$ cat config.mk
export PLATFORM = sky130hd
export DESIGN_NAME = offboard_command_watchdog_fsm_flat
export DESIGN_NICKNAME = d
export VERILOG_FILES = /design/src/rtl/core/ocw_pkg.sv /design/src/rtl/core/ocw_event_if.sv /design/src/rtl/core/ocw_result_if.sv /design/src/rtl/core/ocw_cfg_if.sv /design/src/rtl/core/offboard_command_watchdog_fsm.sv /design/src/flat_wrapper.sv
export SDC_FILE = /design/constraint.sdc
export NUM_CORES = 1
export LEC_CHECK = 0
export BUFFER_PORTS_ARGS = -buffer_cell sky130_fd_sc_hd__buf_2
export CORE_MARGIN = 2
export CORE_UTILIZATION = 48
export DETAILED_ROUTE_END_ITERATION = 7
export GPL_TIMING_DRIVEN = 1
export PLACE_DENSITY = 0.66
export SLEW_MARGIN = 20
export SYNTH_ARGS = -nofsm -noshare
export SYNTH_HDL_FRONTEND = slang
export SYNTH_SLANG_ARGS = --single-unit
$ cat constraint.sdc
create_clock -name clk -period 9.3 [get_ports clk]
set_input_delay 1.395 -clock clk [delete_from_list [all_inputs] [get_ports clk]]
set_output_delay 1.395 -clock clk [all_outputs]
set_load 0.01 [all_outputs]
$ cat src/rtl/core/ocw_pkg.sv
// Shared types and codes for the offboard command watchdog.
package ocw_pkg;

  localparam int TimeW    = 63;
  localparam int TimeoutW = 32;
  localparam int LimitW   = 16;
  localparam int CountW   = 17;
  localparam int ModeW    = 3;
  localparam int CodeW    = 4;
  localparam int RegIdxW  = 2;

  // Event codes
  localparam logic [1:0] FUNC_TICK     = 2'd0;
  localparam logic [1:0] FUNC_START    = 2'd1;
  localparam logic [1:0] FUNC_SET_MODE = 2'd2;
  localparam logic [1:0] FUNC_SETPOINT = 2'd3;

  // Control modes
  localparam logic [ModeW-1:0] MODE_POS   = 3'd0;
  localparam logic [ModeW-1:0] MODE_VEL   = 3'd1;
  localparam logic [ModeW-1:0] MODE_ACCEL = 3'd2;
  localparam logic [ModeW-1:0] MODE_ATT   = 3'd3;
  localparam logic [ModeW-1:0] MODE_RATE  = 3'd4;

  // Reported state codes
  localparam logic [CodeW-1:0] CODE_INIT     = 4'd0;
  localparam logic [CodeW-1:0] CODE_READY    = 4'd1;
  localparam logic [CodeW-1:0] CODE_POS      = 4'd2;
  localparam logic [CodeW-1:0] CODE_VEL      = 4'd3;
  localparam logic [CodeW-1:0] CODE_ACCEL    = 4'd4;
  localparam logic [CodeW-1:0] CODE_ATT      = 4'd5;
  localparam logic [CodeW-1:0] CODE_RATE     = 4'd6;
  localparam logic [CodeW-1:0] CODE_TIMEOUT  = 4'd7;
  localparam logic [CodeW-1:0] CODE_HOLD     = 4'd8;
  localparam logic [CodeW-1:0] CODE_FAILSAFE = 4'd9;
  localparam logic [CodeW-1:0] CODE_LAND     = 4'd10;

  localparam logic [2:0] HB_NONE = 3'd0;

  localparam logic [1:0] CMD_NONE   = 2'd0;
  localparam logic [1:0] CMD_LOITER = 2'd1;
  localparam logic [1:0] CMD_LAND   = 2'd2;

  // Register indexes
  localparam logic [RegIdxW-1:0] REG_MOTION_TIMEOUT   = 2'd0;
  localparam logic [RegIdxW-1:0] REG_ATTITUDE_TIMEOUT = 2'd1;
  localparam logic [RegIdxW-1:0] REG_HOLD_LIMIT       = 2'd2;

  localparam logic [TimeoutW-1:0] MOTION_TIMEOUT_RST   = 32'd500000000;
  localparam logic [TimeoutW-1:0] ATTITUDE_TIMEOUT_RST = 32'd100000000;
  localparam logic [LimitW-1:0]   HOLD_LIMIT_RST       = 16'd100;

  typedef struct packed {
    logic [1:0]       func;
    logic [ModeW-1:0] mode_req;
    logic [TimeW-1:0] now_ns;
  } event_t;

  typedef struct packed {
    logic             accepted;
    logic [CodeW-1:0] state_code;
    logic [2:0]       heartbeat;
    logic [1:0]       vehicle_cmd;
  } result_t;

  typedef struct packed {
    logic [RegIdxW-1:0]  index;
    logic [TimeoutW-1:0] value;
  } cfg_write_t;

endpackage

$ cat src/rtl/core/ocw_event_if.sv
// Event channel: valid/ready with one event item.
interface ocw_event_if;
  logic            valid;
  logic            ready;
  ocw_pkg::event_t data;

  modport source (output valid, output data, input ready);
  modport sink   (input valid, input data, output ready);
endinterface

$ cat src/rtl/core/ocw_result_if.sv
// Result channel: valid/ready with one result item.
interface ocw_result_if;
  logic             valid;
  logic             ready;
  ocw_pkg::result_t data;

  modport source (output valid, output data, input ready);
  modport sink   (input valid, input data, output ready);
endinterface

$ cat src/rtl/core/ocw_cfg_if.sv
// Configuration write channel: valid/ready with register index and data.
interface ocw_cfg_if;
  logic                valid;
  logic                ready;
  ocw_pkg::cfg_write_t data;

  modport source (output valid, output data, input ready);
  modport sink   (input valid, input data, output ready);
endinterface

$ cat src/rtl/core/offboard_command_watchdog_fsm.sv
// Offboard command watchdog: one event in, one result out per item, one item per
// clock cycle. Each accepted event (tick, start, set mode, setpoint) is decided in
// the cycle it is taken and its result lands in the output register on the next
// edge; the block takes a new item every cycle as long as the output register is
// empty or is being drained, so the output side sets the rate. The age check is
// one 64-bit subtract and compare against the timeout of the current (or, in
// hold, the recorded) mode. Configuration writes are taken every cycle and should
// only be issued while no result is pending.
module offboard_command_watchdog_fsm (
  input  logic                clk,
  input  logic                rst,
  ocw_event_if.sink           events,
  ocw_result_if.source        results,
  ocw_cfg_if.sink             cfg
);

  typedef enum logic [10:0] {
    ST_INIT     = 11'b000_0000_0001,
    ST_READY    = 11'b000_0000_0010,
    ST_POS      = 11'b000_0000_0100,
    ST_VEL      = 11'b000_0000_1000,
    ST_ACCEL    = 11'b000_0001_0000,
    ST_ATT      = 11'b000_0010_0000,
    ST_RATE     = 11'b000_0100_0000,
    ST_TIMEOUT  = 11'b000_1000_0000,
    ST_HOLD     = 11'b001_0000_0000,
    ST_FAILSAFE = 11'b010_0000_0000,
    ST_LAND     = 11'b100_0000_0000
  } state_t;

  state_t                               state, state_next;
  logic [ocw_pkg::ModeW-1:0]            saved_mode, saved_mode_next;
  logic [ocw_pkg::TimeW-1:0]            last_cmd_time, last_cmd_time_next;
  logic [ocw_pkg::CountW-1:0]           hold_count, hold_count_next;
  logic [ocw_pkg::TimeoutW-1:0]         motion_timeout_ns, attitude_timeout_ns;
  logic [ocw_pkg::LimitW-1:0]           hold_limit;
  logic                                 res_valid;
  ocw_pkg::result_t                     res, res_data;

  logic                                 ev_acc;
  logic [ocw_pkg::ModeW-1:0]            cur_mode, check_mode;
  logic [ocw_pkg::TimeoutW-1:0]         timeout_sel;
  logic signed [ocw_pkg::TimeW:0]       elapsed, timeout_ext;
  logic                                 stale, fresh;

  function automatic state_t mode_state(input logic [ocw_pkg::ModeW-1:0] m);
    state_t s;
    case (m)
      ocw_pkg::MODE_POS:   s = ST_POS;
      ocw_pkg::MODE_VEL:   s = ST_VEL;
      ocw_pkg::MODE_ACCEL: s = ST_ACCEL;
      ocw_pkg::MODE_ATT:   s = ST_ATT;
      ocw_pkg::MODE_RATE:  s = ST_RATE;
      default:             s = ST_POS;
    endcase
    return s;
  endfunction

  function automatic logic [ocw_pkg::CodeW-1:0] state_code(input state_t s);
    logic [ocw_pkg::CodeW-1:0] c;
    case (s)
      ST_INIT:     c = ocw_pkg::CODE_INIT;
      ST_READY:    c = ocw_pkg::CODE_READY;
      ST_POS:      c = ocw_pkg::CODE_POS;
      ST_VEL:      c = ocw_pkg::CODE_VEL;
      ST_ACCEL:    c = ocw_pkg::CODE_ACCEL;
      ST_ATT:      c = ocw_pkg::CODE_ATT;
      ST_RATE:     c = ocw_pkg::CODE_RATE;
      ST_TIMEOUT:  c = ocw_pkg::CODE_TIMEOUT;
      ST_HOLD:     c = ocw_pkg::CODE_HOLD;
      ST_FAILSAFE: c = ocw_pkg::CODE_FAILSAFE;
      ST_LAND:     c = ocw_pkg::CODE_LAND;
      default:     c = ocw_pkg::CODE_INIT;
    endcase
    return c;
  endfunction

  assign events.ready  = !res_valid || results.ready;
  assign ev_acc        = events.valid && events.ready;
  assign cfg.ready     = 1'b1;
  assign results.valid = res_valid;
  assign results.data  = res_data;

  always_comb begin
    case (state)
      ST_VEL:   cur_mode = ocw_pkg::MODE_VEL;
      ST_ACCEL: cur_mode = ocw_pkg::MODE_ACCEL;
      ST_ATT:   cur_mode = ocw_pkg::MODE_ATT;
      ST_RATE:  cur_mode = ocw_pkg::MODE_RATE;
      default:  cur_mode = ocw_pkg::MODE_POS;
    endcase
  end

  // In hold the recorded mode sets the timeout, otherwise the active mode.
  assign check_mode  = (state == ST_HOLD) ? saved_mode : cur_mode;
  assign timeout_sel = (check_mode <= ocw_pkg::MODE_ACCEL) ? motion_timeout_ns
                                                           : attitude_timeout_ns;
  assign elapsed     = $signed({1'b0, events.data.now_ns}) - $signed({1'b0, last_cmd_time});
  assign timeout_ext = $signed({{(ocw_pkg::TimeW + 1 - ocw_pkg::TimeoutW){1'b0}}, timeout_sel});
  assign stale       = elapsed > timeout_ext;
  assign fresh       = elapsed < timeout_ext;

  always_comb begin
    state_next         = state;
    saved_mode_next    = saved_mode;
    last_cmd_time_next = last_cmd_time;
    hold_count_next    = hold_count;
    res.accepted       = 1'b0;
    res.heartbeat      = ocw_pkg::HB_NONE;
    res.vehicle_cmd    = ocw_pkg::CMD_NONE;
    case (events.data.func)
      ocw_pkg::FUNC_START: begin
        if (state == ST_INIT) begin
          state_next   = ST_READY;
          res.accepted = 1'b1;
        end
      end
      ocw_pkg::FUNC_SET_MODE: begin
        if (state != ST_INIT && events.data.mode_req <= ocw_pkg::MODE_RATE) begin
          state_next         = mode_state(events.data.mode_req);
          last_cmd_time_next = events.data.now_ns;
          res.accepted       = 1'b1;
        end
      end
      ocw_pkg::FUNC_SETPOINT: begin
        if (state != ST_INIT) begin
          last_cmd_time_next = events.data.now_ns;
          res.accepted       = 1'b1;
        end
      end
      ocw_pkg::FUNC_TICK: begin
        case (state)
          ST_POS, ST_VEL, ST_ACCEL, ST_ATT, ST_RATE: begin
            if (stale) begin
              saved_mode_next = cur_mode;
              state_next      = ST_TIMEOUT;
            end else begin
              res.heartbeat = 3'(cur_mode + 3'd1);
            end
          end
          ST_TIMEOUT: begin
            res.vehicle_cmd = ocw_pkg::CMD_LOITER;
            hold_count_next = '0;
            state_next      = ST_HOLD;
          end
          ST_HOLD: begin
            // count saturates; the limit is checked against the old count
            if (hold_count != '1) begin
              hold_count_next = hold_count + 1'b1;
            end
            if (hold_count > ocw_pkg::CountW'(hold_limit)) begin
              state_next = ST_FAILSAFE;
            end else if (saved_mode <= ocw_pkg::MODE_RATE && fresh) begin
              state_next = mode_state(saved_mode);
            end
          end
          ST_FAILSAFE: begin
            res.vehicle_cmd = ocw_pkg::CMD_LAND;
            state_next      = ST_LAND;
          end
          default: begin
          end
        endcase
      end
      default: begin
      end
    endcase
    res.state_code = state_code(state_next);
  end

  always_ff @(posedge clk) begin
    if (rst) begin
      state               <= ST_INIT;
      saved_mode          <= ocw_pkg::MODE_POS;
      last_cmd_time       <= '0;
      hold_count          <= '0;
      motion_timeout_ns   <= ocw_pkg::MOTION_TIMEOUT_RST;
      attitude_timeout_ns <= ocw_pkg::ATTITUDE_TIMEOUT_RST;
      hold_limit          <= ocw_pkg::HOLD_LIMIT_RST;
      res_valid           <= 1'b0;
    end else begin
      if (ev_acc) begin
        state         <= state_next;
        saved_mode    <= saved_mode_next;
        last_cmd_time <= last_cmd_time_next;
        hold_count    <= hold_count_next;
        res_valid     <= 1'b1;
      end else if (results.ready) begin
        res_valid <= 1'b0;
      end
      if (cfg.valid) begin
        case (cfg.data.index)
          ocw_pkg::REG_MOTION_TIMEOUT:   motion_timeout_ns   <= cfg.data.value;
          ocw_pkg::REG_ATTITUDE_TIMEOUT: attitude_timeout_ns <= cfg.data.value;
          ocw_pkg::REG_HOLD_LIMIT:       hold_limit <= cfg.data.value[ocw_pkg::LimitW-1:0];
          default: begin
          end
        endcase
      end
    end
  end

  // Hold the result until taken
  always_ff @(posedge clk) begin
    if (ev_acc) begin
      res_data <= res;
    end
  end

  a_tick_not_accepted: assert property (@(posedge clk) disable iff (rst)
    ev_acc && events.data.func == ocw_pkg::FUNC_TICK |=> !results.data.accepted)
    else $error("tick reported as accepted");

  a_timeout_enters_hold: assert property (@(posedge clk) disable iff (rst)
    ev_acc && events.data.func == ocw_pkg::FUNC_TICK && state == ST_TIMEOUT
    |=> state == ST_HOLD && hold_count == '0
        && results.data.vehicle_cmd == ocw_pkg::CMD_LOITER)
    else $error("timeout tick did not enter hold with loiter");

  a_heartbeat_in_mode: assert property (@(posedge clk) disable iff (rst)
    results.valid && results.data.heartbeat != ocw_pkg::HB_NONE
    |-> results.data.vehicle_cmd == ocw_pkg::CMD_NONE
        && results.data.state_code >= ocw_pkg::CODE_POS
        && results.data.state_code <= ocw_pkg::CODE_RATE)
    else $error("heartbeat outside an active mode");

  a_state_held_when_idle: assert property (@(posedge clk) disable iff (rst)
    !ev_acc |=> $stable(state) && $stable(last_cmd_time) && $stable(hold_count))
    else $error("state moved without an accepted item");

  a_reset_clears_output: assert property (@(posedge clk)
    rst |=> !results.valid)
    else $error("result valid after reset");

endmodule
$ cat src/flat_wrapper.sv
// flat-port wrapper written by rule: the top's interface ports become plain ports
module offboard_command_watchdog_fsm_flat 
  (clk, rst, events_valid, events_data, events_ready, results_valid, results_data, results_ready, cfg_valid, cfg_data, cfg_ready);
  ocw_event_if events_i ();
  ocw_result_if results_i ();
  ocw_cfg_if cfg_i ();
  input  logic clk;
  input  logic rst;
  input wire logic [$bits(events_i.valid)-1:0] events_valid;
  input wire logic [$bits(events_i.data)-1:0] events_data;
  output wire logic [$bits(events_i.ready)-1:0] events_ready;
  output wire logic [$bits(results_i.valid)-1:0] results_valid;
  output wire logic [$bits(results_i.data)-1:0] results_data;
  input wire logic [$bits(results_i.ready)-1:0] results_ready;
  input wire logic [$bits(cfg_i.valid)-1:0] cfg_valid;
  input wire logic [$bits(cfg_i.data)-1:0] cfg_data;
  output wire logic [$bits(cfg_i.ready)-1:0] cfg_ready;
  assign events_i.valid = events_valid;
  assign events_i.data = events_data;
  assign events_ready = events_i.ready;
  assign results_valid = results_i.valid;
  assign results_data = results_i.data;
  assign results_i.ready = results_ready;
  assign cfg_i.valid = cfg_valid;
  assign cfg_i.data = cfg_data;
  assign cfg_ready = cfg_i.ready;
  offboard_command_watchdog_fsm u_core (.clk(clk), .rst(rst), .events(events_i), .results(results_i), .cfg(cfg_i));
endmodule
Yosys cells after proc, flatten, opt, wreduce, memory -nomap -nowiden:

Cells that the tools add are included.

* output and inout bits: 13
* input port bits: 107
* register bits after elaboration: 185
* logic and storage cells: 103

* multiplexer cells: 25
* $lt $le $gt $ge: 6
* bitwise gates (word level): 2
* reduce and logical (&&, ||, !) cells: 18
* add/subtract/negate cells: 3
* eq/ne operators: 37

Operators with widths (count)
* $mux W63: 2
* $pmux W63 S2: 1
* $gt A64 B33 Y1: 1
* $lt A64 B33 Y1: 1
* $sub A63 B63 Y64: 1
* $pmux W7 S4: 2
* $mux W11: 5
* $pmux W11 S4: 1
* $pmux W4 S10: 1
* $pmux W17 S2: 1
* $pmux W11 S3: 1
* $mux W32: 1
* $eq A11 B10 Y1 const B: 2
* $eq A11 B3 Y1 const B: 2
* $eq A11 B4 Y1 const B: 2
* $eq A11 B5 Y1 const B: 2
* $eq A11 B6 Y1 const B: 2
* $eq A11 B7 Y1 const B: 2
* $eq A11 B8 Y1 const B: 2
* $eq A11 B9 Y1 const B: 2
* $add A17 B1 Y17 const B: 1
* $gt A17 B16 Y1: 1
* $mux W17: 1
* $ne A17 B17 Y1 const B: 1
* 29 further kinds: 53

Depth between registers and ports, before layout:

* depth in word-level cells: 13
* depth in mapped cells: 28
* mapped depth without buffers: 28

Worst setup path before layout:

No wires, ideal clock.

* kind: in2reg
* from: in events_data[0]
* to: reg u_core.results.data[6] (netlist name)
* stages: 26
* arrival: 6.056 ns
* required time: 9.155 ns
* path buffers: 0
* setup slack: 3.100 ns
* setup time: 0.145 ns
* path through: inv_1 ha_1 inv_1 fa_1 nand3_1 a32oi_1 a21oi_2 nand2_1 a21oi_1 o21ai_0 a21oi_1 xnor2_1 ha_1 and2_1 nand4_1 nor3_1 and3_1 nand2_1 o221a_2 a31o_2 a31oi_1 o221ai_1 a311o_1 nand4b_4 or3_1 o21ai_1

RTL lines
* from (decl): line flat_wrapper.sv:10 `input wire logic [$bits(events_i.data)-1:0] events_data;`

==> results.json <==
{
  "grt_pass1_vias": 13000,
  "drive_gt1_share_pct": 10.2,
  "antenna_found_initial": 1,
  "finalSetupViolCount": 0,
  "worst_pin_slew_ns": 1.04,
  "postSynthAreaPerCell_um2": 7.20,
  "cp-end-kind": "flip-flop",
  "min_path_cells": 2,
  "hold_viol": 0,
  "yosys.area_share.adder_pct": 10.3,
  "vdd_drop_max_v": 0.000116,
  "drv_cap": 0,
  "synth_top_family_by_area": "simple AND/OR/NAND/NOR gates",
  "synth.area.mux_share_pct": 2.86,
  "ys_seq_elements": 185,
  "core_area_um2": 28800,
  "clk_path_buf_depth": 2,
  "netlist.area_leader.share_pct": 24.9,
  "critPathMaxFanout": 5,
  "worst_ep_required_time_ns": 9.55,
  "r2r_slack_ns": 2.39,
  "portBuffers": 118,
  "clock_latency_ns": 0.47,
  "first_iter_violations": 1327,
  "post-route-period-util_pct": 74.8,
  "num_rows": 62,
  "grt_max_degree": 95,
  "synth-simple-area-share_pct": 27.2,
  "dieArea_um2": 30700,
  "numCtsBuffers": 17,
  "synth_edf_count": 10,
  "diodes": 0,
  "hold_path.class": "flip-flop to flip-flop",
  "cts_hold_buf": 0,
  "die_x_um": 175,
  "grt_pass1_wl_um": 67700,
  "drv_slew": 0,
  "hpwl_um": 31800,
  "p_per_area_nw_per_um2": 149,
  "status": "finished clean",
  "ys_seq_area_share_pct": 27.1,
  "firstDrtPassIters": 6,
  "wl_per_cell_um": 17.4,
  "hold_start": "u_core.last_cmd_time[46]",
  "skew_ns": 0.0155,
  "stdcell_count": 2394,
  "rr_worst_depth": 24,
  "synth-main-ff-cell": "dfxtp_1",
  "final_nets": 2219,
  "initial_utilization_pct": 48.8,
  "vias": 14000,
  "r2r_start": "u_core.state[5]",
  "synth_warnings": 0,
  "arrival_ns": 7.20,
  "path_class": "input pin to flip-flop",
  "yosysTopAreaCell": "dfxtp_1",
  "finalWirelength_um": 41500,
  "setup_tns_ns": 0,
  "synth_nets": 2174,
  "dp_cells": 2362,
  "synth_compound_area_share_pct": 23.5,
  "clock-sinks": 185,
  "antenna_left": 0,
  "fill_cells": 2898,
  "cts-root-buf": "clkbuf_16",
  "synth_cell_types": 95,
  "fmax_mhz": 144,
  "cts_tree": "yes",
  "area_growth_pct": 9.91,
  "gr-usage-all-layers_pct": 27.1,
  "synthXorXnorAreaFrac_pct": 3.37,
  "fp.dieH_um": 175,
  "fin_crit_ns": 6.95,
  "max_slew_margin_pct": 30.8,
  "htreeDepth": 4,
  "path_clk_slew_ns": 0.07,
  "rsz0062_at_grt": "no",
  "synth.area.top_cells": "dfxtp_1, nand2_1, ha_1, a21oi_1, nor2_1",
  "grt-ovfl-total": 0,
  "crit_path_start": "events_data[0]",
  "async_reset_ff_share_pct": 0,
  "drc_errors": 0,
  "syn_area_um2": 14100,
  "synth_cells": 1952,
  "critPathLaunchType": "input pin",
  "io_pins": 120,
  "cts_post_setup_buffers_inserted": 0,
  "power.leakage_nw": 5.81,
  "holdPathEnd": "u_core.last_cmd_time[46]",
  "vias_per_cell": 5.84,
  "globalplace.congestion": 0.953,
  "cts_resized": 0,
  "regToRegEndpoint": "u_core.results.data[5]"
}
[cell usage after synthesis (7+ instances only)]
cell / n
edfxtp_1: 10
a221o_1: 7
and4_1: 7
a211o_1: 7
and2_1: 14
o211ai_1: 14
o22ai_1: 7
dfxtp_1: 175
o21a_1: 20
nand2b_1: 14
nand3b_1: 31
nor2_1: 129
xnor2_1: 31
nor3_1: 50
a31oi_1: 10
a21oi_1: 249
inv_1: 103
a21oi_2: 8
o21ai_1: 28
buf_2: 19
or3_1: 17
nand3_1: 28
and3_1: 12
a211oi_1: 15
nand2_1: 410
o21bai_1: 7
ha_1: 114
a21o_1: 29
mux2i_1: 39
nand4_1: 40
xor2_1: 23
nor2b_1: 13
o21ai_0: 69
clkbuf_1: 78
nor4_1: 13
[state kept, by name, summed over array words and instances, names as in the netlist, 3 cells and up]
name                        cells
u_core.hold_count              17
u_core.last_cmd_time           63
u_core.motion_timeout_ns       32
u_core.state                   11
u_core.hold_limit              16
u_core.results.data            10
u_core.saved_mode               3
u_core.attitude_timeout_ns     32
[worst max-delay path, cell delays in order]
cell and delay [ns]:
buf_2 0.13, inv_1 0.06, ha_1 0.22, inv_1 0.07, fa_1 0.40, nand3_1 0.11
a32oi_1 0.18, a21oi_2 0.32, nand2_1 0.13, a21oi_1 0.23, o21ai_0 0.20, a21oi_1 0.21
xnor2_1 0.12, ha_1 0.29, and2_1 0.14, nand4_1 0.16, nor3_1 0.28, and3_1 0.24
nand2_1 0.07, o221a_2 0.28, a31o_2 0.26, a31oi_1 0.42, o221ai_1 0.20, a311o_1 0.46
nand4b_4 0.22, a2111oi_1 0.40
[cells in the final DEF (no fill, tap or decap), drive strengths merged, types with 28 or more instances in the layout]
cell type and count:
nand3 28, nor2 131, ha 114, a21o 29
nand4 42, o21ai 98, nand2 411, dfxtp 175
a21oi 257, mux2i 39, xnor2 31, buf 127
inv 110, nor3 52, nand3b 31
[stage by stage]
| stage | worst slack (ns) | power, mW | hold slack, ns | utilization [%] | instance area, um^2 |
|---|---|---|---|---|---|
| after floorplan | 3.10 | 1.33 | 0.433 | - | 14100 |
| final | 2.35 | 2.30 | 0.456 | 53.7 | 15400 |
| after detailed placement | 1.96 | 1.51 | 0.446 | 51.5 | 14800 |
| after global routing | 1.85 | 2.42 | 0.471 | 53.7 | 15400 |
| after CTS | 2.42 | 2.31 | 0.456 | 53.7 | 15400 |
| after global placement | 2.22 | 1.51 | 0.439 | 51.5 | 14800 |
[per-layer routing]
layer / GRT usage [%] / wire, um / vias up
li1: - / - / 6989
met1: 37.7 / 19600 / 6511
met2: 43.6 / 18900 / 429
met3: 5.00 / 2440 / 45
met4: 6.15 / 572 / 0
met5: 0 / 0 / -
[final cells by class]
cell class	instances	area (um^2)	share of cell area, %
Tap cell	384	480	3.11
Timing Repair Buffer	127	661	4.28
Clock buffer	18	429	2.78
Sequential cell	185	3800	24.6
Multi-Input combinational cell	1561	9470	61.3
Clock inverter	14	206	1.34
Inverter	105	394	2.55
[how the worst max path moves through the flow]
stage / cells past startpoint / slack (ns) / end
floorplan: 26 / 3.10 / u_core.results.data[6]
global placement: 26 / 2.22 / u_core.results.data[8]
detailed placement: 26 / 1.96 / u_core.results.data[8]
CTS: 26 / 2.42 / u_core.results.data[8]
global route: 26 / 1.85 / u_core.results.data[8]
finish: 26 / 2.35 / u_core.results.data[8]
[report_power, final]
group | total [mW] | internal [mW] | switching [mW]
logic | 0.656 | 0.241 | 0.414
registers | 0.853 | 0.833 | 0.0201
clock network | 0.794 | 0.415 | 0.380
total | 2.30 | 1.49 | 0.814
[kinds of logic (layout without fill, tap and decap cells)]
group | after synthesis | after routing
and+or+nand+nor | 816 | 816
muxes | 40 | 40
DFF | 185 | 185
AOI/OAI and AO/OA | 535 | 535
xor gates and xnor gates | 54 | 54
other | 1 | 1
buffers and inverters | 206 | 264
adders and majority gates | 115 | 115
(Power assumes the default switching activity.)
